[src/hw/rtl/led_color_state_table_macros.svh]
// Assertion macros used by the LED colour state table module.
`ifndef LED_COLOR_STATE_TABLE_MACROS_SVH
`define LED_COLOR_STATE_TABLE_MACROS_SVH

// Same-cycle implication, checked on every rising clock edge outside reset.
`define LCST_ASSERT_IMP(lbl, ante, cons) \
	lbl: assert property (@(posedge clk) disable iff (!arst_n) (ante) |-> (cons)) \
		else $error("lcst same-cycle check failed");

// Next-cycle implication, checked on every rising clock edge outside reset.
`define LCST_ASSERT_NXT(lbl, ante, cons) \
	lbl: assert property (@(posedge clk) disable iff (!arst_n) (ante) |=> (cons)) \
		else $error("lcst next-cycle check failed");

`endif

[src/hw/rtl/lcst_ram.sv]
// Generic single-port RAM with registered read data.
module lcst_ram #(
	parameter int WIDTH = 8,
	parameter int DEPTH = 16
) (
	input  logic                                   clk,
	input  logic                                   we,
	input  logic [(DEPTH > 1 ? $clog2(DEPTH) : 1)-1:0] addr,
	input  logic [WIDTH-1:0]                       wdata,
	output logic [WIDTH-1:0]                       rdata
);
	logic [WIDTH-1:0] mem_q [DEPTH];

	always_ff @(posedge clk) begin
		if (we) mem_q[addr] <= wdata;
		rdata <= mem_q[addr];
	end
endmodule

[config.mk]
export PLATFORM = sky130hd
export DESIGN_NAME = lcst_ram
export DESIGN_NICKNAME = d
export VERILOG_FILES = /design/src/hw/rtl/led_color_state_table_macros.svh /design/src/hw/rtl/lcst_ram.sv
export SDC_FILE = /design/constraint.sdc
export NUM_CORES = 1
export LEC_CHECK = 0
export BUFFER_PORTS_ARGS = -buffer_cell sky130_fd_sc_hd__clkbuf_2
export CELL_PAD_IN_SITES_DETAIL_PLACEMENT = 1
export CELL_PAD_IN_SITES_GLOBAL_PLACEMENT = 1
export CORE_ASPECT_RATIO = 0.9
export CORE_MARGIN = 4
export CORE_UTILIZATION = 25
export DETAILED_ROUTE_END_ITERATION = 10
export PLACE_DENSITY = 0.52
export SYNTH_ARGS = -nofsm -noshare
export SYNTH_HDL_FRONTEND = slang
export SYNTH_SLANG_ARGS = --single-unit
[constraint.sdc]
create_clock -name clk -period 4.1 [get_ports clk]
set_clock_uncertainty 0.05 [all_clocks]
set_input_delay 0 -clock clk [delete_from_list [all_inputs] [get_ports clk]]
set_output_delay 0 -clock clk [all_outputs]
set_load 0.01 [all_outputs]
==> flow_metrics.env, run 1 <==
export IMPL_outcome="complete, but fails checks"
export IMPL_violations="negative hold slack"
export IMPL_fillCellCount=1991
export IMPL_crit_required_ns=4.36
export IMPL_wire_per_inst_um=21.39
export IMPL_cts_repair_resized=0
export IMPL_die_height_um=143.1
export IMPL_dp_hpwl_mm=7.364
export IMPL_final_cell_area_mm2=0.006112
export IMPL_hp_class="in2reg"
export IMPL_max_clock_freq_ghz=0.5788
export IMPL_powerDensity_mw_per_mm2=534.4
export IMPL_overflow=0
export IMPL_grt_usage_pct=11.11
export IMPL_wl_mm=11.46
export IMPL_ys_seq_elements=136
export IMPL_drt_pass1_iterations=4
export IMPL_ant_nets=0
export IMPL_cts_clk_slew_worst_paths_ns=0.06
export IMPL_syn_inst=230
export IMPL_clock_latency_ns=0.43
export IMPL_die_w_um=158.1
export IMPL_coreArea_mm2=0.01993
export IMPL_die_area_mm2=0.02261
export IMPL_routabilityCongestion=0.6792
export IMPL_grt_pass1_wl_mm=17.21
export IMPL_synth_distinct_cells=18
export IMPL_htreeDepth=4
export IMPL_fin_nets=282
export IMPL_cts_setup_buffers=0
export IMPL_whs_ns=-0.001442
export IMPL_p_leak_nw=1.941
export IMPL_vdd_drop_max_mv=0.2930
export IMPL_clock_sinks=136
export IMPL_viasPerCell=4.356
export IMPL_cts_tree="built"
export IMPL_grt_setup_unrepaired="false"
export IMPL_endpoint_kind="flop"
export IMPL_ys_warn_count=0
export IMPL_antenna_found_initial=0
export IMPL_setup_violations=0
export IMPL_rows=49
export IMPL_finalCritPeriodShare_pct=42.14
export IMPL_portBuffers=21
export IMPL_start_util_pct=25.43
export IMPL_hold_viol=3
export IMPL_worst_path_max_fanout=24
export IMPL_fin_crit_ns=1.728
export IMPL_synth_seq_area_share_pct=79.01
export IMPL_ctsLongestPathBuffers=2
export IMPL_cap_viol_max_count=0
export IMPL_path_class="in2reg"
export IMPL_num_vias=2335
export IMPL_synth_area_mm2=0.005067
export IMPL_syn_num_nets=244
export IMPL_slew_viol_final=0
export IMPL_drt_iter0_markers=135
export IMPL_relSlewSlack_pct=34.89
export IMPL_worst_slew_pin_transition_ns=0.9731
export IMPL_syn_area_per_cell_um2=22.03
export IMPL_ff_latch_area_mm2=0.004004
export IMPL_multiInputGateArea_mm2=0.001003
export IMPL_placed_area_mm2=0.005477
export IMPL_root_buffer="clkbuf_16"
export IMPL_cts_buffers=17
export IMPL_io_pin_count=22
export IMPL_grt_pass1_vias=2583
export IMPL_syn_to_final_growth_pct=20.62
export IMPL_antenna_cells=0
export IMPL_grt_start_max_net_pins=28
export IMPL_start_kind="input port"
export IMPL_setup_tns_ns=0
export IMPL_drc=0
export IMPL_arrival_ns=1.98
export IMPL_drive_above_1_share_pct=32.74
repair_timing:
| action | CTS | global route |
|---|---|---|
| hold buffers | 3 | 0 |
| setup endpoints to repair | 0 | 0 |
| hold endpoints to repair | 48 | 0 |
path summary, 6_finish.rpt:
kind	startpoint	endpoint	slack [ns]	depth (start not counted)
worst max register to register	mem_q[3][7]	rdata[7]	2.71	3
worst max-delay path	addr[0]	rdata[1]	2.37	5
worst min-delay path	wdata[4]	mem_q[14][4]	-0.001	1
worst min register to register	mem_q[6][0]	rdata[0]	0.64	3
area by class of cell:
type	count	area share, %
multi-input combinational	83	16.42
sequential	136	65.51
timing repair buffer	30	2.948
clock buffer	17	6.960
tap	255	5.220
clock inverter	15	2.948
cells by family (layout without fill, tap and decap cells):
family	count (synthesis)	after routing	synth area share [%]
flops	136	136	79.01
buf+inv	11	62	1.185
mux	32	32	14.22
simple gates	35	35	3.210
compound gates	16	16	2.370
report_power, final:
group	internal [W]	switching, W
Sequential	0.00155	0.0000105
Combinational	0.0000585	0.0000907
Clock	0.000954	0.000597
placed cells by master (no fill, tap or decap):
cell type      count
bufinv_16          3
nand3_1            1
mux4_2            32
and2_1             1
buf_4              6
clkinvlp_4         6
edfxtp_1         128
nand3b_1           2
a22oi_1           16
nand2_1            9
clkinv_4           4
nand2b_1           2
nor2b_1            2
clkinv_2           2
clkbuf_16         17
nor3_1             4
nor2_1            13
or3b_2             1
dlygate4sd3_1      3
dfxtp_1            8
clkbuf_2          21
through the flow:
step	cells	power, W	setup slack (ns)	utilization, %	hold slack (ns)
5_1_grt	536	0.003384	2.173	30.68	0.02900
3_5_place_dp	501	0.001748	1.823	27.49	0.3450
4_1_cts	536	0.003308	2.290	30.68	0.001080
6_report	536	0.003267	2.372	30.68	-0.001442
2_1_floorplan	230	0.001675	2.557	-	0.04887
3_3_place_gp	501	0.001745	1.824	27.49	0.3437
state kept, by name (all words and copies together) (netlist names):
register  cells
mem_q       128
rdata         8
cell usage after synthesis:
cell type | instances | area share [%]
edfxtp_1 | 128 | 76
mux4_2 | 32 | 14
a22oi_1 | 16 | 2.4
nor2_1 | 13 | 0.96
nand2_1 | 9 | 0.67
dfxtp_1 | 8 | 3.2
buf_1 | 4 | 0.30
nor3_1 | 4 | 0.40
buf_2 | 2 | 0.20
buf_6 | 2 | 0.44
clkbuf_1 | 2 | 0.15
nand2b_1 | 2 | 0.25
nand3b_1 | 2 | 0.30
nor2b_1 | 2 | 0.25
and2_1 | 1 | 0.12
clkbuf_2 | 1 | 0.099
nand3_1 | 1 | 0.099
or3b_2 | 1 | 0.17
routing by layer:
metal,GRT usage (%),part of all wire [%]
met1,15.08,47
met2,16.66,48
met3,3.424,3.7
met4,4.578,1.4
met5,0,0
worst max-delay path, cell delays in order:
cell	delay [ns]
clkbuf_2	0.60
buf_4	0.46
mux4_2	0.54
a22oi_1	0.28
nand2_1	0.09
(Power assumes the default switching activity.)
==> run 2, diff against run 1 <==
PLACE_DENSITY = 0.53   (was 0.52)
clock period = 1.58 ns   (was 4.1 ns; I/O delays follow)
==> flow_metrics.env, run 2 (same netlist as run 1, synthesis figures left out) <==
export IMPL_outcome="completed"
export IMPL_largest_reg_flops=128
export IMPL_worst_path_max_fanout=1
export IMPL_die_area_mm2=0.02261
export IMPL_r2r_cells=3
export IMPL_p_leak_nw=2.080
export IMPL_antenna_cells=0
export IMPL_overflow=0
export IMPL_start_util_pct=25.43
export IMPL_endpoint_kind="flop"
export IMPL_grt_usage_pct=10.44
export IMPL_slew_viol_final=0
export IMPL_root_buffer="clkbuf_16"
export IMPL_path_class="reg2reg"
export IMPL_setup_tns_ns=0
export IMPL_cp_num_buf_inv=0
export IMPL_cts_tree="built"
export IMPL_fin_nets=311
export IMPL_hold_viol=0
export IMPL_max_clock_freq_ghz=0.7256
export IMPL_cts_buffers=17
export IMPL_dp_hpwl_mm=7.562
export IMPL_cap_viol_max_count=0
export IMPL_reg_top3="mem_q (128), rdata (8)"
export IMPL_path_cells="mux4_2 > a22oi_1 > nand2_1"
export IMPL_clock_latency_ns=0.41
export IMPL_vdd_drop_max_mv=0.6670
export IMPL_io_pin_count=22
export IMPL_wl_mm=11.18
export IMPL_grt_pass1_wl_mm=16.81
export IMPL_syn_to_final_growth_pct=23.83
export IMPL_relSlewSlack_pct=40.59
export IMPL_die_w_um=158.1
export IMPL_drc=0
export IMPL_htreeDepth=4
export IMPL_antenna_found_initial=0
export IMPL_cts_clk_slew_worst_paths_ns=0.06
export IMPL_drt_iter0_markers=222
export IMPL_critPathTopFamily="multiplexers"
export IMPL_ant_nets=0
export IMPL_rows=49
export IMPL_worst_path_max_delay_cell="mux4_2"
export IMPL_portBuffers=21
export IMPL_final_common_cell="edfxtp_1"
export IMPL_wire_per_inst_um=19.78
export IMPL_num_vias=2469
export IMPL_clock_sinks=136
export IMPL_drive_above_1_share_pct=35.48
export IMPL_powerDensity_mw_per_mm2=1267
export IMPL_setup_violations=0
export IMPL_final_cell_area_mm2=0.006275
export IMPL_largest_register="mem_q"
export IMPL_placed_area_mm2=0.005697
export IMPL_routabilityCongestion=0.7244
export IMPL_grt_pass1_vias=2647
export IMPL_ctsLongestPathBuffers=2
export IMPL_drt_pass1_iterations=4
export IMPL_crit_required_ns=1.82
export IMPL_arrival_ns=1.62
export IMPL_crit_cells=3
export IMPL_final_cell_mix="edfxtp_1, mux4_2, buf_4"
export IMPL_min_path_cells=1
export IMPL_grt_start_max_net_pins=40
export IMPL_viasPerCell=4.370
export IMPL_fin_crit_ns=1.378
export IMPL_cp_slowest_stage_delay_ns=0.48
export IMPL_coreArea_mm2=0.01993
export IMPL_finalCritPeriodShare_pct=87.23
export IMPL_worst_slew_pin_transition_ns=0.8894
export IMPL_grt_setup_unrepaired="false"
export IMPL_die_height_um=143.1
export IMPL_cts_setup_buffers=0
export IMPL_hp_class="in2reg"
export IMPL_start_kind="flop"
run 2: cell types whose count changed in the layout (fill, tap and decap cells not counted), sizes merged:
cell	previous run	this run
buf	6	32
clkinvlp	6	1
dlygate4sd3	3	6
clkinv	6	13
bufinv	3	1
run 2: layout make-up:
| type | count | area, um2 |
|---|---|---|
| fill | 2012 | 13650 |
| sequential | 136 | 4004 |
| multi-input combinational | 83 | 1003 |
| timing repair buffer | 59 | 430.4 |
| clock buffer | 17 | 425.4 |
| tap | 255 | 319.1 |
| clock inverter | 15 | 92.59 |
run 2: repair_timing:
action                                 CTS  global route
hold buffers                             6             0
endpoints found under the hold margin   90             0
resized for setup                        0             0
run 2: worst paths after layout:
| kind | start | endpoint | slack (ns) |
|---|---|---|---|
| max | mem_q[3][4] | rdata[4] | 0.20 |
| min | wdata[3] | mem_q[14][3] | 0.005 |
| max reg2reg | mem_q[3][4] | rdata[4] | 0.20 |
| min reg2reg | mem_q[6][1] | rdata[1] | 0.62 |
run 2: routing by layer:
layer  part of all wire (%)  vias up  global-route usage [%]
li1                       -     1093                       -
met1                     46     1299                   14.92
met2                     47       69                   15.36
met3                    6.3        8                   2.636
met4                   0.68        0                   3.995
met5                      0        -                       0
run 2: through the flow:
stage               util [%]  std cells  hold WS, ns  total power, W  worst slack (ns)
finish                 31.49        565     0.005203        0.007949            0.2017
global placement       28.59        527       0.3426        0.004546           0.01316
CTS                    31.49        565      0.01333        0.008053            0.1715
detailed placement     28.59        527       0.3489        0.004556          0.004392
floorplan                  -        230      0.04887        0.004346           0.03699
global route           31.49        565      0.02140        0.008258            0.1467
run 2: power breakdown:
| group | switching, W | internal [W] | leakage, nW | total [W] |
|---|---|---|---|---|
| logic | 0.000230 | 0.000181 | 0.600 | 0.000411 |
| registers | 0.0000317 | 0.00404 | 1.22 | 0.00407 |
| clock network | 0.00137 | 0.00210 | 0.256 | 0.00347 |
==> run 3, diff against run 2 <==
HOLD_SLACK_MARGIN = 0.08   (was unset)
==> flow_metrics.env, run 3 (same netlist as run 1, synthesis figures left out) <==
export IMPL_grt_pass1_vias=2652
export IMPL_dp_hpwl_mm=7.562
export IMPL_wire_per_inst_um=19.76
export IMPL_rows=49
export IMPL_grt_pass1_wl_mm=16.84
export IMPL_cts_clk_slew_worst_paths_ns=0.05
export IMPL_grt_setup_unrepaired="false"
export IMPL_start_util_pct=25.43
export IMPL_setup_violations=0
export IMPL_overflow=0
export IMPL_ant_nets=0
export IMPL_powerDensity_mw_per_mm2=1263
export IMPL_r2r_start="mem_q[3][4]"
export IMPL_antenna_found_initial=0
export IMPL_fin_nets=313
export IMPL_outcome="completed"
export IMPL_start_kind="flop"
export IMPL_grt_start_max_net_pins=40
export IMPL_r2r_cells=3
export IMPL_p_leak_nw=2.088
export IMPL_fin_ws_ns=0.2091
export IMPL_vdd_drop_max_mv=0.6681
export IMPL_syn_to_final_growth_pct=24.22
export IMPL_crit_required_ns=1.82
export IMPL_slew_viol_final=0
export IMPL_ctsLongestPathBuffers=2
export IMPL_timing_rr_end="rdata[4]"
export IMPL_wl_mm=11.21
export IMPL_clock_sinks=136
export IMPL_critPathLaunch="mem_q[3][4]"
export IMPL_dpl_worst_slack_ns=0.004392
export IMPL_worst_slew_pin_transition_ns=0.8688
export IMPL_drt_iter0_markers=210
export IMPL_cts_buffers=17
export IMPL_num_vias=2484
export IMPL_fin_crit_ns=1.371
export IMPL_htreeDepth=4
export IMPL_drc=0
export IMPL_setup_tns_ns=0
export IMPL_viasPerCell=4.381
export IMPL_grt_usage_pct=10.45
export IMPL_root_buffer="clkbuf_16"
export IMPL_fillCellCount=2010
export IMPL_cts_tree="built"
export IMPL_die_area_mm2=0.02261
export IMPL_path_class="reg2reg"
export IMPL_final_core_util_pct=31.59
export IMPL_io_pin_count=22
export IMPL_die_height_um=143.1
export IMPL_p_total_w=0.007953
export IMPL_reg2reg_setup_slack_ns=0.21
export IMPL_clock_latency_ns=0.41
export IMPL_finalCritPeriodShare_pct=86.76
export IMPL_antenna_cells=0
export IMPL_hp_class="in2reg"
export IMPL_die_w_um=158.1
export IMPL_endpoint_kind="flop"
export IMPL_final_cell_mix="edfxtp_1, mux4_2, buf_4"
export IMPL_drive_above_1_share_pct=35.26
export IMPL_portBuffers=21
export IMPL_coreArea_mm2=0.01993
export IMPL_cap_viol_max_count=0
export IMPL_relSlewSlack_pct=41.96
export IMPL_max_clock_freq_ghz=0.7295
export IMPL_reg_top3="mem_q (128), rdata (8)"
export IMPL_arrival_ns=1.61
export IMPL_whs_ns=0.1960
export IMPL_largest_register="mem_q"
export IMPL_final_common_cell="edfxtp_1"
export IMPL_worstSetupEndpoint="rdata[4]"
export IMPL_worst_path_max_fanout=1
export IMPL_drt_pass1_iterations=4
export IMPL_hold_viol=0
export IMPL_routabilityCongestion=0.7244
export IMPL_largest_reg_flops=128
-- run 3: changes by cell type in the layout (fill, tap and decap cells not counted) --
cell	before	now
dlygate4sd3_1	6	8
-- run 3: metrics by stage --
step / instance area, um2 / instances
floorplan: 5067 / 230
global placement: 5697 / 527
detailed placement: 5697 / 527
CTS: 6295 / 567
global route: 6295 / 567
finish: 6295 / 567
-- run 3: how the worst min path moves through the flow --
stage	startpoint	to	slack, ns	cells after the start
floorplan	wdata[0]	mem_q[0][0]	0.05	0
global placement	rdata[0]	rdata[0]	0.34	1
detailed placement	rdata[2]	rdata[2]	0.35	1
CTS	addr[2]	mem_q[0][1]	0.18	4
global route	addr[0]	rdata[6]	0.21	4
finish	addr[0]	rdata[6]	0.20	4
-- run 3: layer usage --
layer | wire (um) | track usage (%) | up-vias
met4 | 122 | 3.995 | 0
met5 | 0 | 0 | -
met1 | 5234 | 14.92 | 1316
met2 | 5208 | 15.41 | 61
met3 | 641 | 2.636 | 10
li1 | - | - | 1097
-- run 3: timing repair --
action                                 4_1_cts  5_1_grt
hold buffers                                 8        0
buffers inserted                             0        0
endpoints found under the hold margin      128        0
gates resized for setup                      0        0
-- run 3: area by class of cell --
| class | instances | area (um2) | area share [%] |
|---|---|---|---|
| clock buffers | 17 | 425.4 | 6.758 |
| clock inverters | 15 | 92.59 | 1.471 |
| multi-input cells | 83 | 1003 | 15.94 |
| flip-flops and latches | 136 | 4004 | 63.61 |
| well taps | 255 | 319.1 | 5.069 |
| repair buffers | 61 | 450.4 | 7.156 |
-- run 3: power breakdown --
part | total, W | internal [W] | switching (W)
combinational | 0.000415 | 0.000184 | 0.000231
clock | 0.00347 | 0.00210 | 0.00137
sequential | 0.00407 | 0.00404 | 0.0000316
total | 0.00795 | 0.00632 | 0.00164
-- run 3: worst max-delay path: stages (launching register included) --
cell and delay (ns):
edfxtp_1 0.37, mux4_2 0.48, a22oi_1 0.26, nand2_1 0.10
